**src/rtl/c5rm_pkg.sv**
```systemverilog
`default_nettype none
package c5rm_pkg;

   localparam int IMAGE_SIZE  = 32;
   localparam int KERNEL_SIZE = 5;
   localparam int TAPS        = KERNEL_SIZE * KERNEL_SIZE;
   localparam int CONV_SIZE   = IMAGE_SIZE - KERNEL_SIZE + 1;
   localparam int POOL_SIZE   = CONV_SIZE / 2;
   localparam int COL_W       = $clog2(IMAGE_SIZE);
   localparam int POS_W       = $clog2(POOL_SIZE + 1);
   localparam int LINE_W      = (KERNEL_SIZE - 1) * 8;
   localparam int PROD_W      = 25;
   localparam int ROW_W       = PROD_W + $clog2(KERNEL_SIZE);
   localparam int SUM_W       = PROD_W + $clog2(TAPS);
   localparam int VALUE_W     = 28;
   localparam int VALUE_MAX   = 268435455;
   localparam int Q_DEPTH     = 4;
   localparam int OUT_DEPTH   = 8;

   localparam logic REQ_WEIGHT = 1'b0;
   localparam logic REQ_PIXEL  = 1'b1;

   typedef struct packed {
      logic              req_type;
      logic [4:0]        weight_index;
      logic signed [15:0] weight_value;
      logic [7:0]        pixel_value;
   } c5rm_req_type;

   typedef struct packed {
      logic [27:0] pooled_value;
      logic [3:0]  pool_row;
      logic [3:0]  pool_col;
      logic        last_of_image;
   } c5rm_rsp_type;

   typedef struct packed {
      logic             cr_odd;
      logic             cc_odd;
      logic [POS_W-1:0] pr;
      logic [POS_W-1:0] pc;
      logic             last;
   } c5rm_meta_type;

   typedef struct packed {
      logic                  is_weight;
      logic [4:0]            tap;
      logic signed [15:0]    weight;
      logic [TAPS-1:0][7:0]  window;
      c5rm_meta_type         meta;
   } c5rm_job_type;

endpackage
`default_nettype wire

```
**src/rtl/c5rm_ram.sv**
```systemverilog
`default_nettype none
module c5rm_ram #(
   parameter int WIDTH = 8,
   parameter int DEPTH = 32
) (
   input  wire logic                     clock,
   input  wire logic                     wr_en,
   input  wire logic [$clog2(DEPTH)-1:0] wr_addr,
   input  wire logic [WIDTH-1:0]         wr_data,
   input  wire logic                     rd_en,
   input  wire logic [$clog2(DEPTH)-1:0] rd_addr,
   output logic      [WIDTH-1:0]         rd_data
);

   logic [WIDTH-1:0] mem_ff [DEPTH];

   always_ff @(posedge clock) begin
      if (wr_en) begin
         mem_ff[wr_addr] <= wr_data;
      end
      if (rd_en) begin
         rd_data <= mem_ff[rd_addr];
      end
   end

endmodule
`default_nettype wire

```
**src/rtl/c5rm_front.sv**
```systemverilog
`default_nettype none
module c5rm_front (
   input  wire logic                   clock,
   input  wire logic                   reset,
   input  wire logic                   req_push,
   input  wire c5rm_pkg::c5rm_req_type req_data,
   output logic                        req_full,
   output logic                        q_push,
   output c5rm_pkg::c5rm_job_type      q_data,
   input  wire logic                   q_full
);

   localparam int K  = c5rm_pkg::KERNEL_SIZE;
   localparam int CW = c5rm_pkg::COL_W;
   localparam int PW = c5rm_pkg::POS_W;

   logic [CW-1:0] row_ff, row_in, col_ff, col_in;
   logic          s1_valid_ff, s1_valid_in;
   c5rm_pkg::c5rm_req_type s1_item_ff;
   logic [CW-1:0] s1_row_ff, s1_col_ff;
   logic [K-1:0][K-1:0][7:0] win_ff, win_in;
   logic [K-1:0][7:0] col_new;
   logic [c5rm_pkg::LINE_W-1:0] line_rd, line_wr;
   logic accept, advance, s1_pixel, in_range, tap_ok;
   logic [CW-1:0] cr, cc;
   logic [PW-1:0] pr, pc;

   assign req_full = s1_valid_ff && q_full;
   assign accept   = req_push && !req_full;
   assign advance  = s1_valid_ff && !q_full;
   assign s1_pixel = (s1_item_ff.req_type == c5rm_pkg::REQ_PIXEL);

   c5rm_ram #(
      .WIDTH (c5rm_pkg::LINE_W),
      .DEPTH (c5rm_pkg::IMAGE_SIZE)
   ) u_line (
      .clock   (clock),
      .wr_en   (advance && s1_pixel),
      .wr_addr (s1_col_ff),
      .wr_data (line_wr),
      .rd_en   (accept && (req_data.req_type == c5rm_pkg::REQ_PIXEL)),
      .rd_addr (col_ff),
      .rd_data (line_rd)
   );

   always_comb begin
      // column of the window: oldest row at index 0, new pixel at the bottom
      col_new[K-1] = s1_item_ff.pixel_value;
      for (int k = 0; k < K-1; k++) begin
         col_new[K-2-k] = line_rd[8*k +: 8];
      end
      line_wr = {line_rd[c5rm_pkg::LINE_W-9:0], s1_item_ff.pixel_value};

      win_in = win_ff;
      if (advance && s1_pixel) begin
         for (int j = 0; j < K-1; j++) begin
            win_in[j] = win_ff[j+1];
         end
         win_in[K-1] = col_new;
      end

      cr = s1_row_ff - CW'(K-1);
      cc = s1_col_ff - CW'(K-1);
      in_range = (s1_row_ff >= CW'(K-1)) && (s1_col_ff >= CW'(K-1)) &&
                 ({1'b0, cr} < (CW+1)'(2*c5rm_pkg::POOL_SIZE)) &&
                 ({1'b0, cc} < (CW+1)'(2*c5rm_pkg::POOL_SIZE));
      pr = PW'(cr >> 1);
      pc = PW'(cc >> 1);
      tap_ok = ({1'b0, s1_item_ff.weight_index} < 6'(c5rm_pkg::TAPS));

      q_data.is_weight   = !s1_pixel;
      q_data.tap         = s1_item_ff.weight_index;
      q_data.weight      = s1_item_ff.weight_value;
      for (int i = 0; i < K; i++) begin
         for (int j = 0; j < K; j++) begin
            q_data.window[i*K+j] = win_in[j][i];
         end
      end
      q_data.meta.cr_odd = cr[0];
      q_data.meta.cc_odd = cc[0];
      q_data.meta.pr     = pr;
      q_data.meta.pc     = pc;
      q_data.meta.last   = (pr == PW'(c5rm_pkg::POOL_SIZE-1)) &&
                           (pc == PW'(c5rm_pkg::POOL_SIZE-1));
      q_push = advance && (s1_pixel ? in_range : tap_ok);

      s1_valid_in = accept || (s1_valid_ff && !advance);
      row_in = row_ff;
      col_in = col_ff;
      if (accept && (req_data.req_type == c5rm_pkg::REQ_PIXEL)) begin
         if (col_ff == CW'(c5rm_pkg::IMAGE_SIZE-1)) begin
            col_in = '0;
            row_in = (row_ff == CW'(c5rm_pkg::IMAGE_SIZE-1)) ? '0 : row_ff + 1'b1;
         end else begin
            col_in = col_ff + 1'b1;
         end
      end
   end

   always_ff @(posedge clock) begin
      if (reset) begin
         row_ff      <= '0;
         col_ff      <= '0;
         s1_valid_ff <= 1'b0;
      end else begin
         row_ff      <= row_in;
         col_ff      <= col_in;
         s1_valid_ff <= s1_valid_in;
      end
      if (accept) begin
         s1_item_ff <= req_data;
         s1_row_ff  <= row_ff;
         s1_col_ff  <= col_ff;
      end
      win_ff <= win_in;
   end

endmodule
`default_nettype wire

```
**config.mk**
```make
export PLATFORM = sky130hd
export DESIGN_NAME = c5rm_front
export DESIGN_NICKNAME = d
export VERILOG_FILES = /design/src/rtl/c5rm_pkg.sv /design/src/rtl/c5rm_ram.sv /design/src/rtl/c5rm_front.sv
export SDC_FILE = /design/constraint.sdc
export NUM_CORES = 2
export LEC_CHECK = 0
export ABC_AREA = 1
export ABC_CLOCK_PERIOD_IN_PS = 5030
export BUFFER_PORTS_ARGS = -buffer_cell sky130_fd_sc_hd__buf_2
export CORE_MARGIN = 1.5
export CORE_UTILIZATION = 65
export CTS_BUF_LIST = sky130_fd_sc_hd__clkbuf_8
export CTS_CLUSTER_DIAMETER = 60
export DETAILED_ROUTE_END_ITERATION = 10
export HOLD_SLACK_MARGIN = 0.02
export PLACE_DENSITY_LB_ADDON = 0.05
export REMOVE_ABC_BUFFERS = 1
export SLEW_MARGIN = 15
export SYNTH_ARGS = -nofsm -noshare
export SYNTH_HDL_FRONTEND = slang
export SYNTH_SLANG_ARGS = --single-unit
```
**constraint.sdc**
```tcl
create_clock -name clock -period 5.03 [get_ports clock]
set_input_delay 1.006 -clock clock [delete_from_list [all_inputs] [get_ports clock]]
set_output_delay 1.006 -clock clock [all_outputs]
set_load 0.02 [all_outputs]
```
# Word-level counts from Yosys, hierarchy flattened
# Memory sizes are Yosys's and may differ from the RTL's. A register that Yosys moved wholly into a read port is not among the register bits.
# Index checks and enable logic that the tools add are counted.
# totals
regBits,251
ramBits,1024
inputBits,34
out_inout_bits,235
word_cells,71
memories,1
# mem_list
name,depth,width,rd,rd_ports_with_merged_regs,write_ports,line,text
u_line.mem_ff,32,32,1,1,1,c5rm_ram.sv:15,logic [WIDTH-1:0] mem_ff [DEPTH];
# op_classes
n_addsub,4
magnitude_cmp,5
n_eq_ne,4
n_mux,6
n_reduce_logical,17
# op_table
cell,n
2-to-1 mux 200 bit,1
less-than comparator 5 bit (second input constant),3
logical AND 1 bit,11
adder 5 x 1 -> 5 bit (second input constant),2
equality test 5 bit (second input constant),2
greater-or-equal comparator 5 x 3 -> 1 bit (second input constant),2
2-to-1 mux 5 bit,2
subtractor 5 x 3 -> 5 bit (second input constant),2
equality test 4 bit (second input constant),2
zero test 1 bit,4
2-to-1 mux 1 bit,3
AND reduction 2 bit,1
logical OR 1 bit,1

# Depth between registers and ports, before layout
# logic_depth
depth_word,6
depth_mapped,12
ltp_nobuf,9

# Modules after synthesis
# A second synthesis with hierarchy kept.
# unflattened
cells_unflattened,4462
area_unflattened_um2,51135.3
# by_module_without_submodules
module,instances,cells_per_inst,area_each_um2,seq_area_each_um2
c5rm_ram,1,3536,42726.0,31710.4
c5rm_front,1,926,8409.3,5425.2

# Least setup slack after synthesis
# OpenSTA, ideal clock, no wires.
# synth_timing
path_kind,input to register
startpoint,input q_full
endpoint,register col_ff[2]
setup_time_ns,0.065
arrival_ns,3.792
required_time_ns,4.965
path_slack_ns,1.173
path_stages,7
n_path_buf,0
cell_sequence,nand2_1 > inv_1 > nor2_1 > nand2_1 > o21ai_0 > nand2_1 > nor2_1
# synth_between
elab_chain_cells,4
# synth_rtl
item,line,text
from (decl),c5rm_front.sv:10,input wire logic q_full
logical AND 1 bit,c5rm_front.sv:28,assign req_full = s1_valid_ff && q_full;
via req_full,c5rm_front.sv:7,"output logic req_full,"
zero test 1 bit,c5rm_front.sv:29,assign accept = req_push && !req_full;
logical AND 1 bit,c5rm_front.sv:29,
via accept,c5rm_front.sv:24,"logic accept, advance, s1_pixel, in_range, tap_ok;"
logical AND 1 bit,c5rm_front.sv:90,if (accept && (req_data.req_type == c5rm_pkg::REQ_PIXEL)) begin
to (signal assigned),c5rm_front.sv:107,col_ff <= col_in;
to (decl),c5rm_front.sv:17,"logic [CW-1:0] row_ff, row_in, col_ff, col_in;"
# The timed path passes the listed nets, and every way through them passes these cells.
# A chain may end at the register's enable or synchronous reset.

# Worst setup path after layout
# layout_timing
startpoint,register s1_col_ff[2]
endpoint,output q_push
# layout_between
elab_chain_cells,6
elab_cells_between_ends,8
cone_classes,add/sub: 1; order compare: 2; mux: 1; reduce/logical: 4
# layout_rtl
item,line,text
from (decl),c5rm_front.sv:20,"logic [CW-1:0] s1_row_ff, s1_col_ff;"
from (signal assigned),c5rm_front.sv:113,s1_col_ff <= col_ff;
"parallel branches: the longest is 3 deep, another holds subtractor 5 x 3 -> 5 bit",--,
logical AND 1 bit (*),c5rm_front.sv:65,"({1'b0, cr} < (CW+1)'(2*c5rm_pkg::POOL_SIZE)) &&"
2-to-1 mux 1 bit (*),c5rm_front.sv:85,q_push = advance && (s1_pixel ? in_range : tap_ok);
logical AND 1 bit (*),c5rm_front.sv:85,
to (decl),c5rm_front.sv:8,"output logic q_push,"
# Mark *: on every way between the ends.

==> impl_metrics.yaml <==
setup_path:
  slowest_delay_ns: 0.60
  required_ns: 4.02
  worst-path-buf-inv: 2
  crit_family: "simple AND/OR/NAND/NOR gates"
  cpMaxStageDelayCell: "edfxtp_1"
  cp_cell_sequence: "inv_1, ha_1, or2_2, nand3_1, nor2_1, nor2_1, nand2_1, a21oi_1, buf_2"
  crit_top_cell: "nor2_1"
  worstPathArrival_ns: 3.04
  cp_max_fo: 8
  cp-start-kind: "flop"
  cp-end-kind: "output port"
  worstSetupPathType: "reg -> out"
yosys:
  netlist_area_um2: 52300
  ys_seq_area_share_pct: 71.0
  yosys_warnings: 0
  yosysUniqueCellTypes: 22
  synth-seq-cells: 1307
  synth_most_common_cell: "nand2_1"
  ys.flop_type: "edfxtp_1"
  yosys.area.top_type: "edfxtp_1"
  synthArstFlopShare_pct: 0
  yosysTopAreaCellShare_pct: 62.9
  synthCells: 4931
  synth_commonest_cells: "nand2_1 (1,717), edfxtp_1 (1,096), nand3_1 (622)"
  synth_area_leaders: "edfxtp_1 (63%), nand2_1 (12%), dfxtp_1 (8.1%), nand3_1 (6.0%), inv_1 (4.4%)"
  synth_enable_flop_cells: 1096
  syn_area_per_cell_um2: 10.6
floorplanning:
  core-area_um2: 79400
  pin_count: 269
  core.rowCount: 103
  dieArea_um2: 82200
  die_w_um: 287
  start_util_pct: 65.9
  die_h_um: 287
clock_network:
  clockRootBuffer: "clkbuf_8"
  cts_setup_buffers: 0
  cts_buffer_depth: 3
  cts_hold_buffers: 0
  cts_resized: 0
  clkSlewWorstSetupHoldPaths_ns: 0.06
  cts_tree: "yes"
  cts_sinks: 1307
  h-tree-depth: 4
  worstSkewPairLatency_ns: 0.87
  cts_buffers: 200
drt:
  vias: 35700
  avgViaCountPerCell: 5.52
  finalWirelength_mm: 131
  drt_iter0_drc: 4318
  dr.pass1.iters: 6
  drc: 0
  wl_per_cell_um: 20.3
  ant_nets: 0
sta:
  setup_viol_count_final: 0
  setup_ws_ns: 0.984
  worstMarginPinSlew_ns: 1.19
  hold_violations: 0
  finClkSkew_ns: 0.0529
  finalMaxSlewViolations: 0
  min_period_over_period_pct: 80.4
  hold_ws_ns: 0.329
  setup_tns_ns: 0
  fin_crit_ns: 4.05
  max_freq_mhz: 247
  grt_setup_unrepaired: "false"
  slew_headroom_pct: 20.8
pwr:
  ir_drop_mv: 0.320
  power_density_nw_per_um2: 400
  power.leakage_nw: 24.7
  totalPowerFinal_mw: 23.6
global_routing:
  grt_remaining_overflow: 0
  grt_usage_pct: 32.1
  antenna_found_initial: 1
  grt_max_degree: 202
  grt_pass1_wl_mm: 197
  grt_pass1_vias: 34100
layout:
  syn_to_final_growth_pct: 12.9
  layout.nets: 5284
  final_area_um2: 59100
  final_layout_size_suffix_gt1_share_pct: 12.7
placed_design:
  place_congestion: 0.786
  place.detailed.hpwl_mm: 69.5
  portBuffers: 268
  pre_cts_slack_ns: 1.01
  dpl_cell_area_um2: 55100
status:
  status: "completed"
run:
  drv_cap: 0
hold_path:
  worst_hold_path_type: "in -> reg"
[layer usage]
| metal | vias up | GRT usage [%] | wire length [um] | part of all wire, % |
|---|---|---|---|---|
| li1 | 16800 | - | - | - |
| met4 | 0 | 10.8 | 3640 | 2.8 |
| met1 | 16800 | 44.1 | 51600 | 39 |
| met3 | 256 | 5.89 | 13300 | 10 |
| met2 | 1817 | 52.2 | 62600 | 48 |
| met5 | - | 0 | 0 | 0 |
[layout make-up]
type,count,area (um2)
diodes,1,2.50
clock buffers,220,3030
clock inverters,157,897
fillers,5495,20300
inverters,622,2360
multi-input cells,2742,11800
flip-flops and latches,1307,37100
well taps,1050,1310
repair buffers,369,2500
[state kept, by name, indices dropped and copies added, names as in the netlist, 5 cells and up]
register / flops
col_ff: 5
col_new: 8
q_data: 21
row_ff: 5
s1_col_ff: 5
s1_row_ff: 5
u_line.mem_ff: 1024
u_line.rd_data: 32
win_ff: 200
[placed cells by master (no fill, tap or decap), types with 40 or more instances in the layout]
| master | count |
|---|---|
| o21ai_0 | 167 |
| nor2_1 | 80 |
| a21oi_1 | 75 |
| buf_2 | 268 |
| nand2_1 | 1715 |
| clkbuf_8 | 220 |
| buf_4 | 70 |
| clkinv_1 | 40 |
| edfxtp_1 | 1096 |
| nand3_1 | 622 |
| dfxtp_1 | 207 |
| inv_1 | 681 |
[power breakdown]
part           internal [mW]  switching [mW]  total (mW)
Combinational          0.748            1.85        2.60
Clock                   4.40            4.10        8.51
Sequential              12.3           0.241        12.5
[stage by stage]
step	utilization, %	instances
6_report	74.4	6468
5_1_grt	74.4	6468
2_1_floorplan	-	4671
4_1_cts	74.4	6466
3_5_place_dp	69.5	6089
3_3_place_gp	69.4	6087
[cells by family (layout without fill, tap and decap cells)]
logic type / count (synthesis) / after routing / synth area share [%]
and+or+nand+nor: 2460 / 2460 / 19.2
DFF: 1307 / 1307 / 71.0
buffers and inverters: 882 / 1368 / 6.88
AOI/OAI and AO/OA: 274 / 274 / 2.77
adders and majority gates: 8 / 8 / 0.191
other: 0 / 1 / 0
[final timing paths]
| path | slack (ns) | to | startpoint | cells past startpoint |
|---|---|---|---|---|
| setup / recovery | 0.98 | q_push | s1_col_ff[2] | 9 |
| hold / removal | 0.33 | col_new[38] | req_data[6] | 1 |
| setup reg to reg | 1.70 | u_line.rd_data[27] | col_ff[2] | 8 |
| hold reg to reg | 0.44 | win_ff[31] | win_ff[71] | 2 |
[worst register-to-register path: stages (launching register included)]
cell and delay [ns]:
dfxtp_4 0.61, clkinv_2 0.51, nand2_4 0.63, buf_4 0.70, a21oi_1 0.10, nor2_1 0.31, nand2_1 0.09, nand2_1 0.09
inv_1 0.04
Note: power is estimated with default switching activity, not from simulation.
