**src/rtl/c5rm_pkg.sv**
```systemverilog
`default_nettype none
package c5rm_pkg;

   localparam int IMAGE_SIZE  = 32;
   localparam int KERNEL_SIZE = 5;
   localparam int TAPS        = KERNEL_SIZE * KERNEL_SIZE;
   localparam int CONV_SIZE   = IMAGE_SIZE - KERNEL_SIZE + 1;
   localparam int POOL_SIZE   = CONV_SIZE / 2;
   localparam int COL_W       = $clog2(IMAGE_SIZE);
   localparam int POS_W       = $clog2(POOL_SIZE + 1);
   localparam int LINE_W      = (KERNEL_SIZE - 1) * 8;
   localparam int PROD_W      = 25;
   localparam int ROW_W       = PROD_W + $clog2(KERNEL_SIZE);
   localparam int SUM_W       = PROD_W + $clog2(TAPS);
   localparam int VALUE_W     = 28;
   localparam int VALUE_MAX   = 268435455;
   localparam int Q_DEPTH     = 4;
   localparam int OUT_DEPTH   = 8;

   localparam logic REQ_WEIGHT = 1'b0;
   localparam logic REQ_PIXEL  = 1'b1;

   typedef struct packed {
      logic              req_type;
      logic [4:0]        weight_index;
      logic signed [15:0] weight_value;
      logic [7:0]        pixel_value;
   } c5rm_req_type;

   typedef struct packed {
      logic [27:0] pooled_value;
      logic [3:0]  pool_row;
      logic [3:0]  pool_col;
      logic        last_of_image;
   } c5rm_rsp_type;

   typedef struct packed {
      logic             cr_odd;
      logic             cc_odd;
      logic [POS_W-1:0] pr;
      logic [POS_W-1:0] pc;
      logic             last;
   } c5rm_meta_type;

   typedef struct packed {
      logic                  is_weight;
      logic [4:0]            tap;
      logic signed [15:0]    weight;
      logic [TAPS-1:0][7:0]  window;
      c5rm_meta_type         meta;
   } c5rm_job_type;

endpackage
`default_nettype wire

```
**src/rtl/c5rm_queue.sv**
```systemverilog
`default_nettype none
module c5rm_queue (
   input  wire logic                   clock,
   input  wire logic                   reset,
   input  wire logic                   push,
   input  wire c5rm_pkg::c5rm_job_type push_data,
   output logic                        full,
   input  wire logic                   pop,
   output c5rm_pkg::c5rm_job_type      head,
   output logic                        empty
);

   localparam int AW = $clog2(c5rm_pkg::Q_DEPTH);

   c5rm_pkg::c5rm_job_type slot_ff [c5rm_pkg::Q_DEPTH];
   logic [AW-1:0] wr_ff, wr_in, rd_ff, rd_in;
   logic [AW:0]   count_ff, count_in;

   assign full  = (count_ff == (AW+1)'(c5rm_pkg::Q_DEPTH));
   assign empty = (count_ff == '0);
   assign head  = slot_ff[rd_ff];

   always_comb begin
      wr_in    = push ? wr_ff + 1'b1 : wr_ff;
      rd_in    = pop ? rd_ff + 1'b1 : rd_ff;
      count_in = count_ff + (AW+1)'(push) - (AW+1)'(pop);
   end

   always_ff @(posedge clock) begin
      if (reset) begin
         wr_ff    <= '0;
         rd_ff    <= '0;
         count_ff <= '0;
      end else begin
         wr_ff    <= wr_in;
         rd_ff    <= rd_in;
         count_ff <= count_in;
      end
      if (push) begin
         slot_ff[wr_ff] <= push_data;
      end
   end

endmodule
`default_nettype wire

```
**config.mk**
```make
export PLATFORM = sky130hd
export DESIGN_NAME = c5rm_queue
export DESIGN_NICKNAME = d
export VERILOG_FILES = /design/src/rtl/c5rm_pkg.sv /design/src/rtl/c5rm_queue.sv
export SDC_FILE = /design/constraint.sdc
export NUM_CORES = 1
export LEC_CHECK = 0
export BUFFER_PORTS_ARGS = -buffer_cell sky130_fd_sc_hd__buf_4
export CAP_MARGIN = 20
export CORE_ASPECT_RATIO = 1.1
export CORE_MARGIN = 1.5
export CORE_UTILIZATION = 55
export CTS_CLUSTER_DIAMETER = 200
export DETAILED_ROUTE_END_ITERATION = 7
export GPL_TIMING_DRIVEN = 1
export PLACE_DENSITY = 0.84
export SLEW_MARGIN = 0
export SYNTH_ARGS = -nofsm -noshare
export SYNTH_HDL_FRONTEND = slang
export SYNTH_SLANG_ARGS = --single-unit
export TNS_END_PERCENT = 50
```
**constraint.sdc**
```tcl
create_clock -name clock -period 8.3 [get_ports clock]
set_clock_uncertainty 0.2 [all_clocks]
set_input_delay 0.83 -clock clock [delete_from_list [all_inputs] [get_ports clock]]
set_output_delay 0.83 -clock clock [all_outputs]
set_load 0.05 [all_outputs]
```
# After elaboration in Yosys (flattened, before gate mapping)
# Memory sizes are Yosys's and may differ from the RTL's. A register that Yosys moved wholly into a read port is not among the register bits.
# Cells that the tools add are included.
# word_totals
ff_bits,7
ramBits,932
in_bits,237
output_inout_bits,235
word_cells,14
mem_count,1
# mem_list
memory,words,width,read_ports,rd_clocked_by_memory_dff,wr,line,text
slot_ff,4,233,1,1,1,c5rm_queue.sv:15,c5rm_pkg::c5rm_job_type slot_ff [c5rm_pkg::Q_DEPTH];
# op_classes
add_sub_neg,4
eq_ne,1
muxes,4
reduce_logical,1
# op_table
operator,count
$add 2x1->2 const B,2
$mux 2,2
$add 3x1->3,1
$eq 3x3->1 const B,1
$logic_not 3->1,1
$sub 3x1->3,1
$mux 1,2

# Depth between registers and ports, before layout
# Gate-level depths: netlist of run 1.
# logic_depth
ltp_word,3
mapped_depth,7

# Worst setup path after synthesis of run 1
# Ideal clock, no wire load.
# synth_path
kind,input-to-reg
from,in push
to,"mem slot_ff[0][0] in the netlist's numbering, enable pin"
setup_ps,622
arrival_time_ps,6103
setup_slack_ps,1375
cell_stages,1
n_path_buf,0
path_cell_list,and2_1
# synth_between
elab_chain_cells,2
# synth_rtl
item,line,text
start: declaration,c5rm_queue.sv:5,"input wire logic push,"
$mux 1,c5rm_queue.sv:39,if (push) begin
$mux 1 (implied by the code),c5rm_queue.sv:40,slot_ff[wr_ff] <= push_data;
end: declaration,c5rm_queue.sv:15,
# Every way passes these cells.

==> results of run 1 <==
worst min path at each step:
stage / end
after global routing: slot_ff[2][207]
after global placement: register
after detailed placement: register
final: slot_ff[0][207]
after CTS: slot_ff[1][111]
after floorplan: register
flip-flops by register name (all words and copies together) (netlist names), named ones only:
register,cells
slot_ff,932
wr_ff,2
count_ff,3
rd_ff,2
placed cells by master, fill, tap and decap left out:
cell / synthesis / layout
sky130_fd_sc_hd__inv_1: 6 / 6
sky130_fd_sc_hd__a21oi_1: 1 / 1
sky130_fd_sc_hd__nor3_1: 1 / 1
sky130_fd_sc_hd__diode_2: 0 / 9
sky130_fd_sc_hd__nand3b_1: 1 / 1
sky130_fd_sc_hd__fa_1: 1 / 1
sky130_fd_sc_hd__and3_1: 1 / 1
sky130_fd_sc_hd__mux2i_1: 1 / 1
sky130_fd_sc_hd__inv_6: 0 / 1
sky130_fd_sc_hd__clkinv_1: 0 / 16
sky130_fd_sc_hd__nor2_1: 5 / 5
sky130_fd_sc_hd__buf_4: 0 / 476
sky130_fd_sc_hd__dfxtp_1: 9 / 7
sky130_fd_sc_hd__buf_12: 0 / 7
sky130_fd_sc_hd__a21bo_2: 1 / 1
sky130_fd_sc_hd__clkinv_2: 0 / 15
sky130_fd_sc_hd__clkbuf_16: 0 / 91
sky130_fd_sc_hd__clkbuf_8: 0 / 3
sky130_fd_sc_hd__xnor2_1: 2 / 2
sky130_fd_sc_hd__nor2b_1: 2 / 2
sky130_fd_sc_hd__xor3_1: 1 / 1
sky130_fd_sc_hd__ha_1: 6 / 6
sky130_fd_sc_hd__and2_4: 0 / 4
sky130_fd_sc_hd__bufinv_16: 0 / 8
sky130_fd_sc_hd__inv_16: 0 / 2
sky130_fd_sc_hd__dfxtp_4: 0 / 2
sky130_fd_sc_hd__clkinv_8: 0 / 2
sky130_fd_sc_hd__edfxtp_1: 932 / 932
sky130_fd_sc_hd__mux4_2: 233 / 233
sky130_fd_sc_hd__clkinvlp_4: 0 / 2
sky130_fd_sc_hd__clkbuf_1: 7 / 19
cell usage after synthesis (2+ instances only):
master                     count  area, um^2
sky130_fd_sc_hd__nor2_1        5        18.8
sky130_fd_sc_hd__dfxtp_1       9         180
sky130_fd_sc_hd__and2_1        4        25.0
sky130_fd_sc_hd__edfxtp_1    932       28000
sky130_fd_sc_hd__buf_6        20         225
sky130_fd_sc_hd__ha_1          6        75.1
sky130_fd_sc_hd__clkbuf_1      7        26.3
sky130_fd_sc_hd__nor2b_1       2        12.5
sky130_fd_sc_hd__xnor2_1       2        17.5
sky130_fd_sc_hd__buf_2        25         125
sky130_fd_sc_hd__inv_1         6        22.5
sky130_fd_sc_hd__mux4_2      233        5250
cell families (layout without fill, tap and decap cells):
| group | after synthesis | count (layout) | synth area share (%) |
|---|---|---|---|
| buffers and inverters | 58 | 648 | 1.17 |
| AND/OR/NAND/NOR | 14 | 14 | 0.220 |
| multiplexers | 234 | 234 | 15.4 |
| flip-flops | 941 | 941 | 82.7 |
| AO/OA/AOI/OAI | 2 | 2 | 0.0441 |
| XOR/XNOR | 3 | 3 | 0.121 |
| adder cells (fa/ha/maj) | 7 | 7 | 0.279 |
| other | 0 | 9 | 0 |
power breakdown:
group          internal [mW]  leakage (nW)  switching, mW
logic                  0.559          3.76           1.07
clock network           2.29          1.40           1.68
registers               5.47          8.64         0.0729
total                   8.32          13.8           2.83
layout make-up:
| type | instances | area, um^2 |
|---|---|---|
| diodes | 9 | 22.5 |
| clock buffers | 113 | 2390 |
| clock inverters | 46 | 472 |
| fillers | 3603 | 19800 |
| inverters | 6 | 22.5 |
| multi-input cells | 260 | 5490 |
| flip-flops and latches | 941 | 28200 |
| well taps | 824 | 1030 |
| repair buffers | 483 | 3710 |
per-stage QoR:
stage / instances / hold WS (ns) / total power [mW] / instance area (um^2) / util (%)
2_1_floorplan: 1259 / 0.292 / 6.76 / 34100 / -
3_3_place_gp: 2514 / 0.311 / 7.22 / 38400 / 62.9
3_5_place_dp: 2514 / 0.327 / 7.26 / 38400 / 62.9
4_1_cts: 2673 / 0.151 / 11.2 / 41300 / 67.6
5_1_grt: 2679 / 0.164 / 11.5 / 41300 / 67.6
6_report: 2682 / 0.196 / 11.1 / 41300 / 67.6
metal layers:
metal,vias up,global-route usage (%),part of all wire [%]
li1,6527,-,-
met1,8117,26.9,35
met2,659,39.4,53
met3,115,7.03,8.7
met4,0,8.50,2.9
met5,-,0,0
==> impl_metrics.prom, run 1 <==
# TYPE chip_impl_metric gauge
chip_impl_metric{name="numCtsBuffers",unit=""} 89
chip_impl_metric{name="min_period_over_period",unit="%"} 49.4
chip_impl_metric{name="clock_insertion_delay_worst_skew",unit="ns"} 0.63
chip_impl_info{name="tritoncts",value="yes"} 1
chip_impl_info{name="worstReg2RegStart",value="wr_ff[0]"} 1
chip_impl_metric{name="tightestPinTransition",unit="ns"} 1.04
chip_impl_info{name="hold_path_startpoint",value="push_data[207]"} 1
chip_impl_info{name="hold_crit_class",value="in2reg"} 1
chip_impl_info{name="timing.critical_path.to",value="head[191]"} 1
chip_impl_metric{name="cellLeakagePower",unit="nW"} 13.8
chip_impl_metric{name="num_vias",unit=""} 15400
chip_impl_metric{name="timing.final.crit_period",unit="ns"} 4.10
chip_impl_metric{name="final_net_count",unit=""} 2025
chip_impl_metric{name="grt_pass1_vias",unit=""} 16700
chip_impl_metric{name="grt_antenna_before_repair",unit=""} 9
chip_impl_metric{name="setup-violations-final",unit=""} 0
chip_impl_metric{name="setup_tns",unit="ns"} 0
chip_impl_metric{name="cp_data_required_time",unit="ns"} 7.27
chip_impl_metric{name="final.setup.worst_slack",unit="ns"} 4.20
chip_impl_metric{name="buffers_inserted_during_post_cts_setup_optimization",unit=""} 0
chip_impl_metric{name="synth_enable_flop_cells",unit=""} 932
chip_impl_info{name="regToRegEndpoint",value="slot_ff[0][227]"} 1
chip_impl_info{name="critical_path_class",value="reg2out"} 1
chip_impl_metric{name="max-cap-violations",unit=""} 0
chip_impl_metric{name="io_pins",unit=""} 472
chip_impl_metric{name="initial_core_util",unit="%"} 55.7
chip_impl_metric{name="finalHoldViolations",unit=""} 0
chip_impl_metric{name="finalWirelength",unit="mm"} 72.1
chip_impl_info{name="critPathTopFamily",value="buffers and inverters"} 1
chip_impl_metric{name="synth-seq-area-share",unit="%"} 82.7
chip_impl_metric{name="grt_start_max_net_pins",unit=""} 128
chip_impl_metric{name="fp.dieH",unit="um"} 264
chip_impl_metric{name="num_rows",unit=""} 95
chip_impl_metric{name="globalRouteTotalUtil",unit="%"} 22.8
chip_impl_metric{name="vdd_ir_drop_max",unit="mV"} 0.217
chip_impl_metric{name="global_route_wire_length_before_repair",unit="mm"} 105
chip_impl_metric{name="ys_seq_elements",unit=""} 941
chip_impl_metric{name="yosysWarnings",unit=""} 0
chip_impl_metric{name="drt.antenna.violating_nets",unit=""} 0
chip_impl_metric{name="hpwl",unit="mm"} 40.4
chip_impl_info{name="cts.root.buffer_cell",value="sky130_fd_sc_hd__clkbuf_16"} 1
chip_impl_metric{name="dr.pass1.iters",unit=""} 5
chip_impl_metric{name="post-route-drc-count",unit=""} 0
chip_impl_info{name="grt_setup_unrepaired",value="no"} 1
chip_impl_metric{name="io_buffers",unit=""} 471
chip_impl_metric{name="area_growth_from_synthesis_to_layout",unit="%"} 21.3
chip_impl_metric{name="cts_max_path_buffers",unit=""} 3
chip_impl_info{name="synth_top_flop_cell",value="sky130_fd_sc_hd__edfxtp_1"} 1
chip_impl_metric{name="mappedNetlistArea",unit="mm^2"} 0.0341
chip_impl_metric{name="drt_first_iter_violations",unit=""} 1224
chip_impl_metric{name="maxSlewViolCount",unit=""} 0
chip_impl_info{name="timing.critical_path.slowest_stage_cell",value="sky130_fd_sc_hd__dfxtp_4"} 1
chip_impl_metric{name="clock_pin_slew_on_the_worst_setup_and_hold_paths",unit="ns"} 0.06
chip_impl_metric{name="timing.fmax",unit="MHz"} 244
chip_impl_metric{name="path_depth",unit=""} 3
chip_impl_metric{name="die_width",unit="um"} 240
chip_impl_metric{name="critical_path.n_buffers_inverters",unit=""} 2
chip_impl_metric{name="syn-instance-count",unit=""} 1259
chip_impl_metric{name="worst_path_largest_cell_delay",unit="ns"} 0.69
chip_impl_metric{name="synth_fp_nets",unit=""} 1503
chip_impl_metric{name="gp_routability_congestion",unit=""} 0.768
chip_impl_metric{name="critPathMaxFanout",unit=""} 111
chip_impl_info{name="cp-end-kind",value="output pin"} 1
chip_impl_info{name="ordered_list_of_cells_on_the_worst_path",value="buf_12, mux4_2, buf_4"} 1
chip_impl_metric{name="syn_area_per_cell",unit="um^2"} 27.0
chip_impl_info{name="critical_path.startpoint_type",value="register"} 1
chip_impl_metric{name="power_density",unit="mW/mm^2"} 270
chip_impl_metric{name="globalRouteOverflowTotal",unit=""} 0
chip_impl_metric{name="post_drt_via_cell_ratio",unit=""} 5.75
chip_impl_metric{name="postCtsResizedCells",unit=""} 0
chip_impl_metric{name="h-tree-depth",unit=""} 3
chip_impl_metric{name="post_route_cells_drive_above_1_share",unit="%"} 45.8
chip_impl_metric{name="rrSetupSlack",unit="ns"} 5.30
chip_impl_metric{name="r2r.worst_path.cells",unit=""} 4
chip_impl_metric{name="synth_async_sr_flop_share",unit="%"} 0
chip_impl_metric{name="dieArea",unit="mm^2"} 0.0634
chip_impl_metric{name="hold_buffers",unit=""} 0
chip_impl_metric{name="slew_margin_rel",unit="%"} 30.4
chip_impl_metric{name="detailedPlace.worstSlack",unit="ns"} 4.86
chip_impl_metric{name="number_of_sinks_on_the_clock_net",unit=""} 941
chip_impl_metric{name="worst_hold_path.num_cells",unit=""} 1
chip_impl_metric{name="coreArea",unit="mm^2"} 0.0611
chip_impl_metric{name="synth_cell_type_count",unit=""} 20
chip_impl_info{name="status",value="complete, no violations"} 1
chip_impl_metric{name="wire_per_inst",unit="um"} 26.9
chip_impl_metric{name="cp_data_arrival_time",unit="ns"} 3.07
(Power assumes the default switching activity.)
==> run 2, diff against run 1 <==
--- a/config.mk
+++ b/config.mk
@@ -9,11 +9,11 @@
 export CAP_MARGIN = 20
 export CORE_ASPECT_RATIO = 1.1
 export CORE_MARGIN = 1.5
-export CORE_UTILIZATION = 55
+export CORE_UTILIZATION = 51
 export CTS_CLUSTER_DIAMETER = 200
 export DETAILED_ROUTE_END_ITERATION = 7
 export GPL_TIMING_DRIVEN = 1
-export PLACE_DENSITY = 0.84
+export PLACE_DENSITY = 0.82
 export SLEW_MARGIN = 0
 export SYNTH_ARGS = -nofsm -noshare
 export SYNTH_HDL_FRONTEND = slang
==> constraint.sdc (replaced) <==
create_clock -name clock -period 3.65 [get_ports clock]
set_clock_uncertainty 0.2 [all_clocks]
set_input_delay 0.365 -clock clock [delete_from_list [all_inputs] [get_ports clock]]
set_output_delay 0.365 -clock clock [all_outputs]
set_load 0.05 [all_outputs]
==> run 2 against run 1 <==
  * Clock-buffer cell count is 5 higher
  * Register-to-register slack worse by 4.0 ns
  * Setup slack worse by 3.9 ns
  * Non-clock buffer count is 288 higher
  * First-iteration DRC count is 16% higher
  * Combinational power grew to 2.5 times the previous value
  * Flip-flop and latch count stayed put
  * Wire length is 15% higher
  * Clock power is 130% higher
  * Die area is 7.7% higher
  * Total power is 130% higher
  * Critical path type unchanged
  * Critical endpoint is now head[181]
  * Highest routed layer is now met5
==> impl_metrics.prom, run 2 (synthesized netlist as in run 1, its figures left out) <==
# TYPE chip_impl_metric gauge
chip_impl_info{name="crit_top_cell",value="sky130_fd_sc_hd__buf_4"} 1
chip_impl_metric{name="hpwl",unit="mm"} 46.0
chip_impl_info{name="top_regs",value="slot_ff: 932 flops, count_ff: 3 flops"} 1
chip_impl_metric{name="final-seq-area",unit="mm^2"} 0.0282
chip_impl_metric{name="post_drt_via_cell_ratio",unit=""} 5.70
chip_impl_metric{name="critPathMaxFanout",unit=""} 27
chip_impl_metric{name="grt_start_max_net_pins",unit=""} 90
chip_impl_info{name="status",value="complete, no violations"} 1
chip_impl_metric{name="cellLeakagePower",unit="nW"} 15.1
chip_impl_metric{name="drt.antenna.violating_nets",unit=""} 0
chip_impl_metric{name="power_density",unit="mW/mm^2"} 585
chip_impl_metric{name="dr.pass1.iters",unit=""} 5
chip_impl_metric{name="coreArea",unit="mm^2"} 0.0661
chip_impl_info{name="critical_path.startpoint_type",value="register"} 1
chip_impl_metric{name="gp_routability_congestion",unit=""} 0.781
chip_impl_metric{name="vdd_ir_drop_max",unit="mV"} 0.774
chip_impl_metric{name="io_buffers",unit=""} 471
chip_impl_metric{name="worst_path_largest_cell_delay",unit="ns"} 0.78
chip_impl_metric{name="setup_tns",unit="ns"} 0
chip_impl_metric{name="finalHoldViolations",unit=""} 0
chip_impl_metric{name="globalRouteTotalUtil",unit="%"} 24.2
chip_impl_metric{name="number_of_sinks_on_the_clock_net",unit=""} 941
chip_impl_info{name="grt_setup_unrepaired",value="no"} 1
chip_impl_metric{name="globalRouteOverflowTotal",unit=""} 0
chip_impl_metric{name="post-route-drc-count",unit=""} 0
chip_impl_metric{name="layoutNonFillerInstCount",unit=""} 3006
chip_impl_metric{name="io_pins",unit=""} 472
chip_impl_metric{name="grt_pass1_vias",unit=""} 18600
chip_impl_metric{name="global_route_wire_length_before_repair",unit="mm"} 121
chip_impl_metric{name="grt_antenna_before_repair",unit=""} 9
chip_impl_metric{name="num_rows",unit=""} 99
chip_impl_metric{name="area_growth_from_synthesis_to_layout",unit="%"} 30.3
chip_impl_info{name="timing.critical_path.slowest_stage_cell",value="sky130_fd_sc_hd__dfxtp_4"} 1
chip_impl_info{name="top_usage_layer",value="met2"} 1
chip_impl_metric{name="gr_met3_demand_resource",unit="%"} 6.13
chip_impl_info{name="ordered_list_of_cells_on_the_worst_path",value="buf_4, mux4_2, buf_4"} 1
chip_impl_metric{name="dpl.cell_count",unit=""} 2599
chip_impl_metric{name="buffers_inserted_during_post_cts_setup_optimization",unit=""} 0
chip_impl_metric{name="cp_data_required_time",unit="ns"} 3.08
chip_impl_metric{name="clock_insertion_delay_worst_skew",unit="ns"} 0.63
chip_impl_info{name="cts.root.buffer_cell",value="sky130_fd_sc_hd__clkbuf_16"} 1
chip_impl_metric{name="maxSlewViolCount",unit=""} 0
chip_impl_metric{name="cts_max_path_buffers",unit=""} 3
chip_impl_info{name="cp-end-kind",value="output pin"} 1
chip_impl_metric{name="dieArea",unit="mm^2"} 0.0683
chip_impl_metric{name="tightestPinTransition",unit="ns"} 0.878
chip_impl_metric{name="timing.fmax",unit="MHz"} 299
chip_impl_metric{name="slew_margin_rel",unit="%"} 41.5
chip_impl_metric{name="die_width",unit="um"} 249
chip_impl_metric{name="cp_data_arrival_time",unit="ns"} 2.78
chip_impl_info{name="layout_common_cells",value="sky130_fd_sc_hd__edfxtp_1, sky130_fd_sc_hd__buf_4, sky130_fd_sc_hd__dlygate4sd3_1"} 1
chip_impl_metric{name="wire_per_inst",unit="um"} 27.6
chip_impl_metric{name="layout_utilization",unit="%"} 67.1
chip_impl_metric{name="fraction_of_met1_tracks_used_by_global_routing",unit="%"} 28.6
chip_impl_metric{name="met2_usage",unit="%"} 42.8
chip_impl_metric{name="num_vias",unit=""} 17100
chip_impl_metric{name="timing.final.crit_period",unit="ns"} 3.35
chip_impl_metric{name="h-tree-depth",unit=""} 3
chip_impl_metric{name="hold_buffers",unit=""} 237
chip_impl_info{name="top_register",value="slot_ff"} 1
chip_impl_metric{name="initial_core_util",unit="%"} 51.5
chip_impl_metric{name="post_route_cells_drive_above_1_share",unit="%"} 41.9
chip_impl_info{name="layout.cells.most_common",value="sky130_fd_sc_hd__edfxtp_1"} 1
chip_impl_metric{name="multi_input_area",unit="mm^2"} 0.00549
chip_impl_info{name="critical_path_class",value="reg2out"} 1
chip_impl_metric{name="drt_first_iter_violations",unit=""} 1418
chip_impl_metric{name="final_net_count",unit=""} 2315
chip_impl_metric{name="min_period_over_period",unit="%"} 91.6
chip_impl_metric{name="setup-violations-final",unit=""} 0
chip_impl_metric{name="number_of_flip_flops_under_the_largest_register_name",unit=""} 932
chip_impl_metric{name="max-cap-violations",unit=""} 0
chip_impl_metric{name="fp.dieH",unit="um"} 274
chip_impl_metric{name="numCtsBuffers",unit=""} 91
chip_impl_metric{name="finalWirelength",unit="mm"} 82.9
chip_impl_metric{name="postCtsResizedCells",unit=""} 0
chip_impl_metric{name="fillerInstances",unit=""} 3852
chip_impl_info{name="tritoncts",value="yes"} 1
chip_impl_metric{name="clock_pin_slew_on_the_worst_setup_and_hold_paths",unit="ns"} 0.06
chip_impl_info{name="hold_crit_class",value="in2reg"} 1
-- run 2: cell count changes in the layout (fill, tap and decap cells not counted), sizes merged --
cell         delta
buf            +51
bufinv          -2
clkbuf          +5
clkinv          +6
clkinvlp        -1
diode           -5
dlygate4sd3   +237
inv             -1
-- run 2: final timing paths --
kind	from	endpoint	slack (ns)	cells past startpoint
worst min register to register	rd_ff[1]	register	0.33	2
worst max-delay path	register	head[181]	0.30	3
worst min-delay path	push_data[61]	slot_ff[2][61]	0.27	2
worst max register to register	wr_ff[0]	slot_ff[2][184]	1.33	4
-- run 2: critical path, delay by kind of cell (launching register included) --
kind     cells  cell delay (ns)
buf+inv      2             0.72
mux          1             0.63
flops        1             0.78
-- run 2: cell type report --
type                            count  area share, %
Clock buffer                      118           5.51
Clock inverter                     48           1.04
Multi-Input combinational cell    260           12.4
Timing Repair Buffer              771           15.1
Antenna cell                        4         0.0226
Sequential cell                   941           63.5
Tap cell                          858           2.42
Inverter                            6         0.0508
-- run 2: report_power, final --
part / leakage, nW / internal [mW] / switching (mW)
Combinational: 5.07 / 1.52 / 2.59
Sequential: 8.64 / 12.4 / 0.176
Clock: 1.42 / 5.19 / 4.03
-- run 2: through the flow --
| step | hold slack [ns] | setup slack (ns) | cell area (um^2) | power (mW) |
|---|---|---|---|---|
| 3_3_place_gp | 0.303 | 0.992 | 39100 | 16.5 |
| 3_5_place_dp | 0.324 | 0.943 | 39100 | 16.6 |
| 6_report | 0.273 | 0.305 | 44400 | 25.9 |
| 5_1_grt | 0.246 | 0.183 | 44400 | 26.6 |
| 2_1_floorplan | 0.237 | -0.365 | 34100 | 15.3 |
| 4_1_cts | 0.225 | 0.240 | 44400 | 25.9 |
-- run 2: layer usage --
metal  wire [um]  vias to the layer above
met5          57                        -
met4        3080                       10
met3        6970                      184
met2       44400                      944
met1       28400                     8910
li1            -                     7098
